===== config.mk =====
export PLATFORM = sky130hd
export DESIGN_NAME = fan_remote_command_retry_controller
export DESIGN_NICKNAME = d
export VERILOG_FILES = /design/src/hw/rtl/frc_pkg.sv /design/src/hw/rtl/fan_remote_command_retry_controller.sv /design/src/hw/rtl/frc_core.sv
export VERILOG_INCLUDE_DIRS = /design/src /design/src/hw/rtl
export SDC_FILE = /design/constraint.sdc
export NUM_CORES = 1
export LEC_CHECK = 0
export ABC_AREA = 0
export BUFFER_PORTS_ARGS = -buffer_cell sky130_fd_sc_hd__buf_4
export CAP_MARGIN = 30
export CORE_AREA = 2 2 138 154
export CTS_CLUSTER_DIAMETER = 60
export CTS_CLUSTER_SIZE = 40
export DETAILED_ROUTE_END_ITERATION = 8
export DIE_AREA = 0 0 140 156
export PLACE_DENSITY_LB_ADDON = 0.2
export SLEW_MARGIN = 20
export SYNTH_ARGS = -nofsm -noshare
export SYNTH_HDL_FRONTEND = slang
export SYNTH_SLANG_ARGS = --single-unit

===== constraint.sdc =====
create_clock -name clk -period 10.4 [get_ports clk]
set_clock_uncertainty 0.15 [all_clocks]
set_input_delay 1.04 -clock clk [delete_from_list [all_inputs] [get_ports clk]]
set_output_delay 1.04 -clock clk [all_outputs]
set_load 0.05 [all_outputs]

===== src/hw/rtl/assert_macros.svh =====
// Assertion helpers shared by the RTL of the fan remote command retry controller.
// Each macro checks one implication on the rising clock edge, skipped during reset.
`ifndef ASSERT_MACROS_SVH
`define ASSERT_MACROS_SVH

// Same-cycle implication.
`define ASSERT_IMPLIES(label, clk, rst_n, ante, cons) \
  label: assert property (@(posedge clk) disable iff (!rst_n) (ante) |-> (cons)) \
    else $error("same-cycle implication failed");

// Next-cycle implication.
`define ASSERT_NEXT(label, clk, rst_n, ante, cons) \
  label: assert property (@(posedge clk) disable iff (!rst_n) (ante) |=> (cons)) \
    else $error("next-cycle implication failed");

`endif


===== src/hw/rtl/frc_pkg.sv =====
`timescale 1ns / 1ps
// ----------------------------------------------------------------------------
// frc_pkg
// Types and codes shared by the fan remote command retry controller modules.
// ----------------------------------------------------------------------------
package frc_pkg;

  localparam int unsigned ADDR_W  = 20;
  localparam int unsigned FRAME_W = 24;
  localparam int unsigned CODE_W  = 4;

  // Request modes.
  localparam logic [1:0] MODE_TICK    = 2'd0;
  localparam logic [1:0] MODE_FRAME   = 2'd1;
  localparam logic [1:0] MODE_REQUEST = 2'd2;

  // Command requests.
  localparam logic [2:0] REQ_NONE   = 3'd0;
  localparam logic [2:0] REQ_ON     = 3'd1;
  localparam logic [2:0] REQ_OFF    = 3'd2;
  localparam logic [2:0] REQ_SUMMER = 3'd3;
  localparam logic [2:0] REQ_SLOW   = 3'd4;
  localparam logic [2:0] REQ_MIDDLE = 3'd5;
  localparam logic [2:0] REQ_FAST   = 3'd6;

  // Events reported with each result.
  localparam logic [2:0] EV_NONE     = 3'd0;
  localparam logic [2:0] EV_STARTED  = 3'd1;
  localparam logic [2:0] EV_DONE     = 3'd2;
  localparam logic [2:0] EV_FAILED   = 3'd3;
  localparam logic [2:0] EV_NOT_POSS = 3'd4;

  // Status codes carried in the low nibble of a frame.
  localparam logic [3:0] ST_OFF      = 4'h0;
  localparam logic [3:0] ST_SLOW_IN  = 4'h6;
  localparam logic [3:0] ST_SLOW_OUT = 4'h7;
  localparam logic [3:0] ST_MID_IN   = 4'hA;
  localparam logic [3:0] ST_MID_OUT  = 4'hB;
  localparam logic [3:0] ST_FAST_IN  = 4'hC;
  localparam logic [3:0] ST_FAST_OUT = 4'hD;
  localparam logic [3:0] ST_SUMMER   = 4'hE;

  // Button codes carried in the low nibble of a frame.
  localparam logic [3:0] BTN_NONE   = 4'h0;
  localparam logic [3:0] BTN_SUMMER = 4'h1;
  localparam logic [3:0] BTN_MINUS  = 4'h2;
  localparam logic [3:0] BTN_PLUS   = 4'h4;
  localparam logic [3:0] BTN_POWER  = 4'h8;

  // Reported button index.
  localparam logic [2:0] SEEN_NONE   = 3'd0;
  localparam logic [2:0] SEEN_POWER  = 3'd1;
  localparam logic [2:0] SEEN_SUMMER = 3'd2;
  localparam logic [2:0] SEEN_PLUS   = 3'd3;
  localparam logic [2:0] SEEN_MINUS  = 3'd4;

  // Decoded fan mode, speed and direction.
  localparam logic [1:0] FM_OFF      = 2'd0;
  localparam logic [1:0] FM_INTERVAL = 2'd1;
  localparam logic [1:0] FM_SUMMER   = 2'd2;
  localparam logic [1:0] SPD_NONE    = 2'd0;
  localparam logic [1:0] SPD_SLOW    = 2'd1;
  localparam logic [1:0] SPD_MIDDLE  = 2'd2;
  localparam logic [1:0] SPD_FAST    = 2'd3;
  localparam logic [1:0] DIR_NONE    = 2'd0;
  localparam logic [1:0] DIR_IN      = 2'd1;
  localparam logic [1:0] DIR_OUT     = 2'd2;

  // Configuration register indexes and reset values.
  localparam logic [1:0] CFG_FAN_ADDRESS   = 2'd0;
  localparam logic [1:0] CFG_RETRY_LIMIT   = 2'd1;
  localparam logic [1:0] CFG_TIMEOUT_TICKS = 2'd2;

  localparam logic [19:0] FAN_ADDRESS_RST   = 20'd584198;
  localparam logic [3:0]  RETRY_LIMIT_RST   = 4'd3;
  localparam logic [15:0] TIMEOUT_TICKS_RST = 16'd5000;

  typedef struct packed {
    logic [19:0] fan_address;
    logic [3:0]  retry_limit;
    logic [15:0] timeout_ticks;
  } cfg_t;

  typedef struct packed {
    logic [1:0]  mode;
    logic [23:0] received_frame;
    logic [2:0]  request;
  } item_t;

  typedef struct packed {
    logic        transmit;
    logic [23:0] transmit_frame;
    logic [2:0]  event_res;
    logic [1:0]  fan_mode;
    logic [1:0]  fan_speed;
    logic [1:0]  fan_direction;
    logic [2:0]  button_seen;
    logic [15:0] failure_count;
    logic        busy_res;
  } res_t;

endpackage


===== src/hw/rtl/fan_remote_command_retry_controller.sv =====
`timescale 1ns / 1ps
// ----------------------------------------------------------------------------
// fan_remote_command_retry_controller
// Sends fan remote button frames, waits for a confirming status, resends on
// timeout and counts failed commands.
// ----------------------------------------------------------------------------
// Channel   Direction  Handshake              Payload
// in_       input      in_valid / in_ready    mode, received_frame, request
// out_      output     out_valid / out_ready  transmit ... busy_res
// cfg_      input      cfg_write_en           cfg_index, cfg_data
//
// One request is taken every cycle while the result side does not stall; its result
// passes the input register, then the result register after the status logic.
// The output register lets a new request enter while a result waits.
// Reset is synchronous; there is no clearing pass.
// A result-side stall holds both registers and drops in_ready once the input is full.
// ----------------------------------------------------------------------------
module fan_remote_command_retry_controller (
  input  logic        clk,
  input  logic        rst_n,
  input  logic        in_valid,
  output logic        in_ready,
  input  logic [1:0]  in_mode,
  input  logic [23:0] in_received_frame,
  input  logic [2:0]  in_request,
  output logic        out_valid,
  input  logic        out_ready,
  output logic        out_transmit,
  output logic [23:0] out_transmit_frame,
  output logic [2:0]  out_event_res,
  output logic [1:0]  out_fan_mode,
  output logic [1:0]  out_fan_speed,
  output logic [1:0]  out_fan_direction,
  output logic [2:0]  out_button_seen,
  output logic [15:0] out_failure_count,
  output logic        out_busy_res,
  input  logic        cfg_write_en,
  input  logic [1:0]  cfg_index,
  input  logic [19:0] cfg_data
);

  frc_pkg::cfg_t  cfg_r;
  frc_pkg::item_t item_r;
  frc_pkg::res_t  res;
  frc_pkg::res_t  res_r;
  logic           in_vld_r, in_vld_nxt;
  logic           out_vld_r, out_vld_nxt;
  logic           advance;

  always_ff @(posedge clk) begin
    if (!rst_n) begin
      cfg_r.fan_address   <= frc_pkg::FAN_ADDRESS_RST;
      cfg_r.retry_limit   <= frc_pkg::RETRY_LIMIT_RST;
      cfg_r.timeout_ticks <= frc_pkg::TIMEOUT_TICKS_RST;
    end else if (cfg_write_en) begin
      unique case (cfg_index)
        frc_pkg::CFG_FAN_ADDRESS:   cfg_r.fan_address   <= cfg_data;
        frc_pkg::CFG_RETRY_LIMIT:   cfg_r.retry_limit   <= cfg_data[3:0];
        frc_pkg::CFG_TIMEOUT_TICKS: cfg_r.timeout_ticks <= cfg_data[15:0];
        default: ;
      endcase
    end
  end

  assign advance     = in_vld_r && (!out_vld_r || out_ready);
  assign in_ready    = !in_vld_r || advance;
  assign in_vld_nxt  = (in_valid && in_ready) || (in_vld_r && !advance);
  assign out_vld_nxt = advance || (out_vld_r && !out_ready);

  always_ff @(posedge clk) begin
    if (!rst_n) begin
      in_vld_r  <= 1'b0;
      out_vld_r <= 1'b0;
    end else begin
      in_vld_r  <= in_vld_nxt;
      out_vld_r <= out_vld_nxt;
    end
  end

  always_ff @(posedge clk) begin
    if (in_valid && in_ready) begin
      item_r.mode           <= in_mode;
      item_r.received_frame <= in_received_frame;
      item_r.request        <= in_request;
    end
    if (advance) begin
      res_r <= res;
    end
  end

  frc_core u_core (
    .clk     (clk),
    .rst_n   (rst_n),
    .step_en (advance),
    .item    (item_r),
    .cfg     (cfg_r),
    .res     (res)
  );

  assign out_valid          = out_vld_r;
  assign out_transmit       = res_r.transmit;
  assign out_transmit_frame = res_r.transmit_frame;
  assign out_event_res      = res_r.event_res;
  assign out_fan_mode       = res_r.fan_mode;
  assign out_fan_speed      = res_r.fan_speed;
  assign out_fan_direction  = res_r.fan_direction;
  assign out_button_seen    = res_r.button_seen;
  assign out_failure_count  = res_r.failure_count;
  assign out_busy_res       = res_r.busy_res;

endmodule


===== src/hw/rtl/frc_core.sv =====
`timescale 1ns / 1ps
// ----------------------------------------------------------------------------
// frc_core
// Command, status and retry state of the fan link, updated once per request.
// ----------------------------------------------------------------------------
`include "assert_macros.svh"

module frc_core (
  input  logic          clk,
  input  logic          rst_n,
  input  logic          step_en,
  input  frc_pkg::item_t item,
  input  frc_pkg::cfg_t  cfg,
  output frc_pkg::res_t  res
);

  localparam logic PH_WAIT = 1'b0;
  localparam logic PH_BUSY = 1'b1;

  function automatic logic is_slow(input logic [3:0] s);
    return (s == frc_pkg::ST_SLOW_IN) || (s == frc_pkg::ST_SLOW_OUT);
  endfunction

  function automatic logic is_mid(input logic [3:0] s);
    return (s == frc_pkg::ST_MID_IN) || (s == frc_pkg::ST_MID_OUT);
  endfunction

  function automatic logic is_fast(input logic [3:0] s);
    return (s == frc_pkg::ST_FAST_IN) || (s == frc_pkg::ST_FAST_OUT);
  endfunction

  function automatic logic is_button(input logic [3:0] c);
    return (c == frc_pkg::BTN_SUMMER) || (c == frc_pkg::BTN_MINUS) ||
           (c == frc_pkg::BTN_PLUS) || (c == frc_pkg::BTN_POWER);
  endfunction

  // Decoded status layout: [1:0] mode, [3:2] speed, [5:4] direction.
  function automatic logic [5:0] decode(input logic [3:0] s, input logic [5:0] prev);
    logic [5:0] d;
    d = prev;
    if (s == frc_pkg::ST_OFF) begin
      d = {frc_pkg::DIR_NONE, frc_pkg::SPD_NONE, frc_pkg::FM_OFF};
    end else if (s == frc_pkg::ST_SUMMER) begin
      d = {frc_pkg::DIR_OUT, frc_pkg::SPD_SLOW, frc_pkg::FM_SUMMER};
    end else if (is_slow(s) || is_mid(s) || is_fast(s)) begin
      d[1:0] = frc_pkg::FM_INTERVAL;
      d[5:4] = s[0] ? frc_pkg::DIR_OUT : frc_pkg::DIR_IN;
      d[3:2] = is_fast(s) ? frc_pkg::SPD_FAST :
               (is_mid(s) ? frc_pkg::SPD_MIDDLE : frc_pkg::SPD_SLOW);
    end
    return d;
  endfunction

  function automatic logic [2:0] button_index(input logic [3:0] b);
    logic [2:0] idx;
    case (b)
      frc_pkg::BTN_POWER:  idx = frc_pkg::SEEN_POWER;
      frc_pkg::BTN_SUMMER: idx = frc_pkg::SEEN_SUMMER;
      frc_pkg::BTN_PLUS:   idx = frc_pkg::SEEN_PLUS;
      frc_pkg::BTN_MINUS:  idx = frc_pkg::SEEN_MINUS;
      default:             idx = frc_pkg::SEEN_NONE;
    endcase
    return idx;
  endfunction

  logic        phase_r,    phase_nxt;
  logic [2:0]  pend_req_r, pend_req_nxt;
  logic [3:0]  pend_btn_r, pend_btn_nxt;
  logic [3:0]  resend_r,   resend_nxt;
  logic [15:0] timer_r,    timer_nxt;
  logic [3:0]  status_r,   status_nxt;
  logic [3:0]  button_r,   button_nxt;
  logic [5:0]  decoded_r,  decoded_nxt;
  logic [15:0] failures_r, failures_nxt;

  logic        tx;
  logic [2:0]  evt;
  logic        timed_out;
  logic        confirmed;
  logic [2:0]  new_req;
  logic [3:0]  new_btn;
  logic [15:0] timer_inc;

  always_comb begin
    phase_nxt    = phase_r;
    pend_req_nxt = pend_req_r;
    pend_btn_nxt = pend_btn_r;
    resend_nxt   = resend_r;
    timer_nxt    = timer_r;
    status_nxt   = status_r;
    button_nxt   = button_r;
    failures_nxt = failures_r;
    tx           = 1'b0;
    evt          = frc_pkg::EV_NONE;
    timed_out    = 1'b0;
    confirmed    = 1'b0;
    new_req      = frc_pkg::REQ_NONE;
    new_btn      = frc_pkg::BTN_NONE;
    timer_inc    = (timer_r != 16'hFFFF) ? timer_r + 16'd1 : timer_r;

    case (item.mode)
      frc_pkg::MODE_FRAME: begin
        if (item.received_frame[23:4] == cfg.fan_address) begin
          if (is_button(item.received_frame[3:0])) begin
            button_nxt = item.received_frame[3:0];
          end else begin
            status_nxt = item.received_frame[3:0];
          end
        end
      end
      frc_pkg::MODE_REQUEST: begin
        case (item.request)
          frc_pkg::REQ_ON: begin
            if (status_r == frc_pkg::ST_OFF) begin
              new_req = frc_pkg::REQ_ON;
              new_btn = frc_pkg::BTN_POWER;
            end
          end
          frc_pkg::REQ_OFF: begin
            if (status_r != frc_pkg::ST_OFF) begin
              new_req = frc_pkg::REQ_OFF;
              new_btn = frc_pkg::BTN_POWER;
            end
          end
          frc_pkg::REQ_SUMMER: begin
            if (status_r == frc_pkg::ST_OFF) begin
              evt = frc_pkg::EV_NOT_POSS;
            end else if (status_r != frc_pkg::ST_SUMMER) begin
              new_req = frc_pkg::REQ_SUMMER;
              new_btn = frc_pkg::BTN_SUMMER;
            end
          end
          frc_pkg::REQ_SLOW: begin
            if (status_r == frc_pkg::ST_OFF) begin
              evt = frc_pkg::EV_NOT_POSS;
            end else if (is_mid(status_r) || is_fast(status_r) ||
                         status_r == frc_pkg::ST_SUMMER) begin
              new_req = frc_pkg::REQ_SLOW;
              new_btn = frc_pkg::BTN_MINUS;
            end
          end
          frc_pkg::REQ_MIDDLE: begin
            // From summer the fan first drops to slow, so plus is pressed and slow awaited.
            if (status_r == frc_pkg::ST_OFF) begin
              evt = frc_pkg::EV_NOT_POSS;
            end else if (status_r == frc_pkg::ST_SUMMER) begin
              new_req = frc_pkg::REQ_SLOW;
              new_btn = frc_pkg::BTN_PLUS;
            end else if (is_slow(status_r)) begin
              new_req = frc_pkg::REQ_MIDDLE;
              new_btn = frc_pkg::BTN_PLUS;
            end else if (is_fast(status_r)) begin
              new_req = frc_pkg::REQ_MIDDLE;
              new_btn = frc_pkg::BTN_MINUS;
            end
          end
          frc_pkg::REQ_FAST: begin
            if (status_r == frc_pkg::ST_OFF) begin
              evt = frc_pkg::EV_NOT_POSS;
            end else if (is_mid(status_r) || is_slow(status_r) ||
                         status_r == frc_pkg::ST_SUMMER) begin
              new_req = frc_pkg::REQ_FAST;
              new_btn = frc_pkg::BTN_PLUS;
            end
          end
          default: ;
        endcase
        if (new_req != frc_pkg::REQ_NONE) begin
          pend_req_nxt = new_req;
          pend_btn_nxt = new_btn;
          if (phase_r == PH_WAIT) begin
            phase_nxt  = PH_BUSY;
            timer_nxt  = 16'd0;
            resend_nxt = 4'd0;
            tx         = 1'b1;
            evt        = frc_pkg::EV_STARTED;
          end
        end
      end
      frc_pkg::MODE_TICK: begin
        if (phase_r == PH_BUSY) begin
          timer_nxt = timer_inc;
          if (timer_inc >= cfg.timeout_ticks) begin
            timed_out = 1'b1;
            timer_nxt = 16'd0;
            if (resend_r < cfg.retry_limit) begin
              resend_nxt = resend_r + 4'd1;
              tx         = 1'b1;
            end else begin
              if (failures_r != 16'hFFFF) begin
                failures_nxt = failures_r + 16'd1;
              end
              phase_nxt    = PH_WAIT;
              pend_req_nxt = frc_pkg::REQ_NONE;
              pend_btn_nxt = frc_pkg::BTN_NONE;
              resend_nxt   = 4'd0;
              evt          = frc_pkg::EV_FAILED;
            end
          end
        end
      end
      default: ;
    endcase

    // A confirming status is looked for only on tick and frame requests.
    case (pend_req_r)
      frc_pkg::REQ_ON:     confirmed = (status_nxt != frc_pkg::ST_OFF);
      frc_pkg::REQ_OFF:    confirmed = (status_nxt == frc_pkg::ST_OFF);
      frc_pkg::REQ_SUMMER: confirmed = (status_nxt == frc_pkg::ST_SUMMER);
      frc_pkg::REQ_SLOW:   confirmed = is_slow(status_nxt);
      frc_pkg::REQ_MIDDLE: confirmed = is_mid(status_nxt);
      frc_pkg::REQ_FAST:   confirmed = is_fast(status_nxt);
      default:             confirmed = 1'b0;
    endcase

    if ((item.mode == frc_pkg::MODE_TICK || item.mode == frc_pkg::MODE_FRAME) &&
        phase_r == PH_BUSY && !timed_out && confirmed) begin
      phase_nxt    = PH_WAIT;
      pend_req_nxt = frc_pkg::REQ_NONE;
      pend_btn_nxt = frc_pkg::BTN_NONE;
      resend_nxt   = 4'd0;
      timer_nxt    = 16'd0;
      evt          = frc_pkg::EV_DONE;
    end

    decoded_nxt = decode(status_nxt, decoded_r);
  end

  always_ff @(posedge clk) begin
    if (!rst_n) begin
      phase_r    <= PH_WAIT;
      pend_req_r <= frc_pkg::REQ_NONE;
      pend_btn_r <= frc_pkg::BTN_NONE;
      resend_r   <= 4'd0;
      timer_r    <= 16'd0;
      status_r   <= frc_pkg::ST_OFF;
      button_r   <= frc_pkg::BTN_NONE;
      decoded_r  <= 6'd0;
      failures_r <= 16'd0;
    end else if (step_en) begin
      phase_r    <= phase_nxt;
      pend_req_r <= pend_req_nxt;
      pend_btn_r <= pend_btn_nxt;
      resend_r   <= resend_nxt;
      timer_r    <= timer_nxt;
      status_r   <= status_nxt;
      button_r   <= button_nxt;
      decoded_r  <= decoded_nxt;
      failures_r <= failures_nxt;
    end
  end

  always_comb begin
    res.transmit       = tx;
    res.transmit_frame = tx ? {cfg.fan_address, pend_btn_nxt} : 24'd0;
    res.event_res      = evt;
    res.fan_mode       = decoded_nxt[1:0];
    res.fan_speed      = decoded_nxt[3:2];
    res.fan_direction  = decoded_nxt[5:4];
    res.button_seen    = button_index(button_nxt);
    res.failure_count  = failures_nxt;
    res.busy_res       = phase_nxt;
  end

  `ASSERT_IMPLIES(a_tx_leaves_busy, clk, rst_n, step_en && res.transmit, res.busy_res)
  `ASSERT_IMPLIES(a_busy_has_request, clk, rst_n, phase_r == PH_BUSY,
                  pend_req_r != frc_pkg::REQ_NONE)
  `ASSERT_IMPLIES(a_idle_timer_clear, clk, rst_n, phase_r == PH_WAIT,
                  timer_r == 16'd0 && resend_r == 4'd0)
  `ASSERT_NEXT(a_fail_counts, clk, rst_n,
               step_en && res.event_res == frc_pkg::EV_FAILED && failures_r != 16'hFFFF,
               failures_r == $past(failures_r) + 16'd1)

endmodule


# == After elaboration in Yosys (flattened, before gate mapping) ==
# Cells that the tools add are included.
# word_totals
reg_bits,183
input_bits,56
out_inout_bits,56
word_cells,219
# classes
add_sub_neg,3
order_cmp,2
eq_ne,47
n_mux,94
reduce_logical,47
# ops
cell,n
$mux W16,11
$mux W4,25
$mux W3,22
$eq A4 B4 Y1 const B,12
$add A16 B1 Y16 const B,2
$ne A16 B16 Y1 const B,2
$pmux W16 S2,1
$eq A4 B3 Y1 const B,6
$pmux W4 S6,1
$eq A20 B20 Y1,1
$logic_or A1 B1 Y1,20
$eq A3 B3 Y1 const B,6
$mux W6,3
$pmux W3 S6,1
$ge A16 B16 Y1,1
$mux W2,8
$pmux W4 S2,2
$mux W1,14
$eq A3 B2 Y1 const B,4
$pmux W3 S2,2
$pmux W3 S4,1
$reduce_and A6 Y1,2
$eq A4 B1 Y1 const B,2
$eq A4 B2 Y1 const B,2
other kinds (20),42

# == Logic depth before layout (Yosys ltp) ==
# logic_depth
word_depth,14
mapped_depth,19
mapped_depth_nobuf,17

# == By module ==
# A second synthesis with hierarchy kept.
# hier_totals
cells_unflattened,913
area_unflattened_um2,9048.7
# by_module_without_submodules
module,n_inst,cells_each,area_per_inst_um2,seq_area_each_um2
frc_core,1,651,4814.6,1161.1
fan_remote_command_retry_controller,1,262,4234.1,3333.2

# == Worst setup path after synthesis ==
# OpenSTA, ideal clock, no wires.
# synth_timing
kind,reg-to-reg
start,register u_core.timer_r[0]
end,register u_core.timer_r[13]
setup_time_ns,0.069
arrival_ns,4.090
required_time_ns,10.181
slack_ns,6.091
path_stages_with_launch,20
n_path_buf,2
period_less_slack_ns,4.309
cell_sequence,dfxtp_1 > ha_1 > nand2_1 > nor4_1 > nand3_1 > nand2b_1 > or3_1 > xnor2_1 > ha_1 > a21o_1 > a21o_1 > a21oi_1 > o211ai_1 > a211oi_1 > clkbuf_1 > nand2_1 > nor3_1 > clkbuf_1 > nand3_1 > o21ai_1
# synth_via
elab_chain_cells,11
word_cells_on_any_way,19
cone_classes,add/sub (1); order compare (1); eq/ne (4); mux (8); reduce/logical (5)
# synth_lines
element,line_no,rtl
from (decl),frc_core.sv:70,"logic [15:0] timer_r, timer_nxt;"
from (signal assigned),frc_core.sv:245,timer_r <= timer_nxt;
$add A16 B1 Y16 / $ne A16 B16 Y1 (equally long branches),frc_core.sv:99,timer_inc = (timer_r != 16'hFFFF) ? timer_r + 16'd1 : timer_r;
$mux W16 (*),frc_core.sv:99,
$ge A16 B16 Y1,frc_core.sv:183,if (timer_inc >= cfg.timeout_ticks) begin
$mux W1,frc_core.sv:183,
$mux W1,frc_core.sv:181,if (phase_r == PH_BUSY) begin
$mux W1,frc_core.sv:101,case (item.mode)
$logic_not A1 Y1,frc_core.sv:217,phase_r == PH_BUSY && !timed_out && confirmed) begin
$logic_and A1 B1 Y1 (2 in series),frc_core.sv:217,
$ne A3 B2 Y1 (no line) (tied with other cells),--,
$reduce_and A5 Y1 (no line),--,
# Every way passes the cells marked *; elsewhere a longest branch is shown, timed or not. The select of a mux whose other input is x is not followed.
# A chain may end at the register's enable or synchronous reset.

# == Final worst setup path ==
# layout_timing
start,register u_core.timer_r[0]
end,register u_core.resend_r[0]
# layout_via
elab_chain_cells,11
word_cells_on_any_way,17
cone_classes,add/sub (1); order compare (1); eq/ne (5); mux (5); reduce/logical (5)
# layout_lines
element,line_no,rtl
$add A16 B1 Y16 / $ne A16 B16 Y1 (equally long branches),frc_core.sv:99,
$mux W16 (*),frc_core.sv:99,
$ge A16 B16 Y1 (*),frc_core.sv:183,
$mux W1,frc_core.sv:183,
$mux W1,frc_core.sv:181,
$mux W1,frc_core.sv:101,
$logic_not A1 Y1,frc_core.sv:217,
$logic_and A1 B1 Y1 (2 in series),frc_core.sv:217,
$ne A3 B2 Y1 (no line) (tied with other cells),--,
$reduce_and A6 Y1 (no line),--,
to (signal assigned),frc_core.sv:244,resend_r <= resend_nxt;
to (decl),frc_core.sv:69,"logic [3:0] resend_r, resend_nxt;"
# Every way passes the cells marked *; elsewhere a longest branch is shown, timed or not.

==> flow_summary.ini <==
[status]
outcome = finished clean

[route]
routed_wl_mm = 20.7
wl_per_cell_um = 15.8
vias_per_cell = 5.36
ant_nets = 0
num_vias = 7020
firstDrtPassIters = 7
route.detailed.drc = 0
drt_iter0_drc = 404

[global_routing]
antenna_found_initial = 0
grt_max_degree = 76
grt_pass1_vias = 6644
grt_use_total_pct = 19.4
grt_pass1_wl_mm = 33.7
grt.overflow.total = 0

[logic_synthesis]
ys_types = 72
syn_area_um2 = 9010
synth_nets = 1022
synth_cells = 944
yosysWarnings = 0
synthArstFlopShare_pct = 0
ys_ff_latch = 183
synth_enable_flop_cells = 83
synthFlopType = dfxtp_1
syn_area_per_cell_um2 = 9.54
ys_seq_area_share_pct = 49.9

[pwr]
peakVddDrop_mv = 0.114
leakagePower_nw = 4.08
powerDensity_nw_per_um2 = 151

[die]
coreArea_um2 = 20300
ios = 112
dieArea_um2 = 21800
fp.dieW_um = 140
initial_core_util_pct = 44.4
rows = 55
die-height_um = 156

[final_layout]
layout_commonest_cell = nand2_1
area_growth_pct = 18.1
fin_nets = 1119
mostFrequentLayoutCells = 127 x nand2_1, 122 x buf_4, 100 x dfxtp_1, 83 x edfxtp_1, 67 x a21oi_1
drive_gt1_share_pct = 17.0
antennaDiodeCount = 0
layoutNonFillerInstCount = 1310
postLayoutCoreUtil_pct = 52.4
fin_area_um2 = 10600

[clock_network]
clk_pin_slew_ns = 0.07
clkLatencyLatePin_ns = 0.44
cts_tree = yes
clock-sinks = 183
clk_path_buf_depth = 2
holdBufCountCts = 0
cts_max_level = 4
cts_setup_buffers = 0
numCtsBuffers = 17
cts_resized = 0
clockRootBuffer = clkbuf_16

[setup_path]
start_kind = register
crit_arrival_ns = 4.99
cp-end-kind = register
ff2ff_setup_slack_ns = 5.57
cp-startpoint = u_core.timer_r[0]
crit_path_end = u_core.resend_r[0]
critical_path_required_ns = 10.57
critPathMaxFanout = 14
regToRegEndpoint = u_core.resend_r[0]
path_class = reg2reg
rr_startpoint = u_core.timer_r[0]
worstRegToRegCells = 18

[flow_run]
cap_violations = 0

[hold_path]
holdCritPathClass = reg2reg

[timing]
tns_ns = 0
worst_slew_pin_slew_ns = 0.943
hold_viol_final = 0
setup_violations = 0
post-route-period-util_pct = 46.4
post-route-min-period_ns = 4.83
max_slew_margin_pct = 37.1
grt_setup_unrepaired = no
maxSlewViolCount = 0
fmax_mhz = 207
fin_hold_ws_ns = 0.306

[placed_design]
place_area_um2 = 10100
gp_congestion = 0.825
io_buffers = 111
place_hpwl_mm = 14.3
dp.cells = 1277
==> worst max-delay path, cell delays in order, from the launching register on <==
cell	delay [ns]
dfxtp_1	0.41
ha_1	0.22
nand2_1	0.08
nor4_1	0.34
nand3_1	0.28
nand2b_1	0.29
or3_1	0.20
xnor2_1	0.14
ha_1	0.27
a21o_1	0.18
a21o_1	0.17
a21oi_1	0.20
a21oi_1	0.09
a211oi_1	0.24
buf_4	0.23
nor2_1	0.09
a211oi_1	0.71
o31a_1	0.35
a31oi_1	0.06
==> stage by stage <==
stage                     power, mW  setup slack (ns)
after global placement        0.989              5.78
after global routing           1.67              5.15
after floorplan               0.931              6.09
after CTS                      1.62              5.59
final                          1.60              5.57
after detailed placement      0.990              5.60
==> cells in the mapped netlist (8+ instances only) <==
cell type / count / area share [%]
xor2_1: 34 / 3.3
a21oi_1: 67 / 3.7
o21ai_0: 31 / 1.7
nor4_1: 11 / 0.76
inv_1: 47 / 2.0
a211oi_1: 13 / 1.1
a21o_1: 8 / 0.67
nand3_1: 45 / 2.5
dfxtp_1: 100 / 22
nand4_1: 9 / 0.63
ha_1: 22 / 3.1
mux2i_1: 14 / 1.6
nor2b_1: 12 / 0.83
o21a_1: 10 / 0.83
nand2_1: 127 / 5.3
nor2_1: 64 / 2.7
nor3_1: 14 / 0.78
xnor2_1: 27 / 2.6
o211ai_1: 10 / 0.83
clkbuf_1: 34 / 1.4
and3_1: 13 / 0.90
a31oi_1: 9 / 0.63
edfxtp_1: 83 / 28
nand2b_1: 17 / 1.2
and2_1: 23 / 1.6
==> state kept, by name, summed over array words and instances (netlist names), 4 cells and up <==
signal              flops
cfg_r                  40
item_r                 29
out_failure_count      16
out_transmit_frame     24
u_core.button_r         4
u_core.decoded_r        6
u_core.failures_r      16
u_core.pend_btn_r       4
u_core.resend_r         4
u_core.status_r         4
u_core.timer_r         16
==> cells by family after synthesis <==
| logic type | after synthesis | share of synthesized area (%) |
|---|---|---|
| fa+ha+maj | 22 | 3.06 |
| compound gates | 190 | 13.6 |
| mux | 21 | 2.50 |
| buf+inv | 91 | 4.07 |
| xor+xnor | 61 | 5.93 |
| flops | 183 | 49.9 |
| simple gates | 376 | 20.9 |
==> cell type report <==
| type | instances | area [um2] |
|---|---|---|
| Sequential cell | 183 | 4490 |
| Fill cell | 1856 | 9670 |
| Multi-Input combinational cell | 670 | 4150 |
| Tap cell | 256 | 320 |
| Clock buffer | 17 | 425 |
| Inverter | 47 | 178 |
| Timing Repair Buffer | 122 | 916 |
| Clock inverter | 15 | 151 |
==> metal layers <==
layer / part of all wire (%) / GRT usage (%) / up-vias
met5: 0 / 0 / -
met4: 1.2 / 5.53 / 0
met3: 4.9 / 4.33 / 19
met2: 47 / 32.3 / 173
met1: 47 / 25.5 / 3285
li1: - / - / 3543
==> power by group <==
part           switching (mW)  total (mW)  internal [mW]
combinational           0.106       0.170         0.0635
sequential             0.0234       0.804          0.781
clock                   0.309       0.629          0.320
total                   0.439        1.60           1.16
==> how the worst min path moves through the flow <==
stage                           to                start  slack, ns  depth (start not counted)
2_1_floorplan  u_core.decoded_r[1]  u_core.decoded_r[1]       0.29                          2
3_3_place_gp              cfg_r[4]             cfg_r[4]       0.30                          2
3_5_place_dp             cfg_r[13]            cfg_r[13]       0.30                          2
4_1_cts                  cfg_r[13]            cfg_r[13]       0.31                          2
5_1_grt                  cfg_r[13]            cfg_r[13]       0.33                          2
6_report                 cfg_r[13]            cfg_r[13]       0.31                          2
Power figures use the tool's default switching activity.
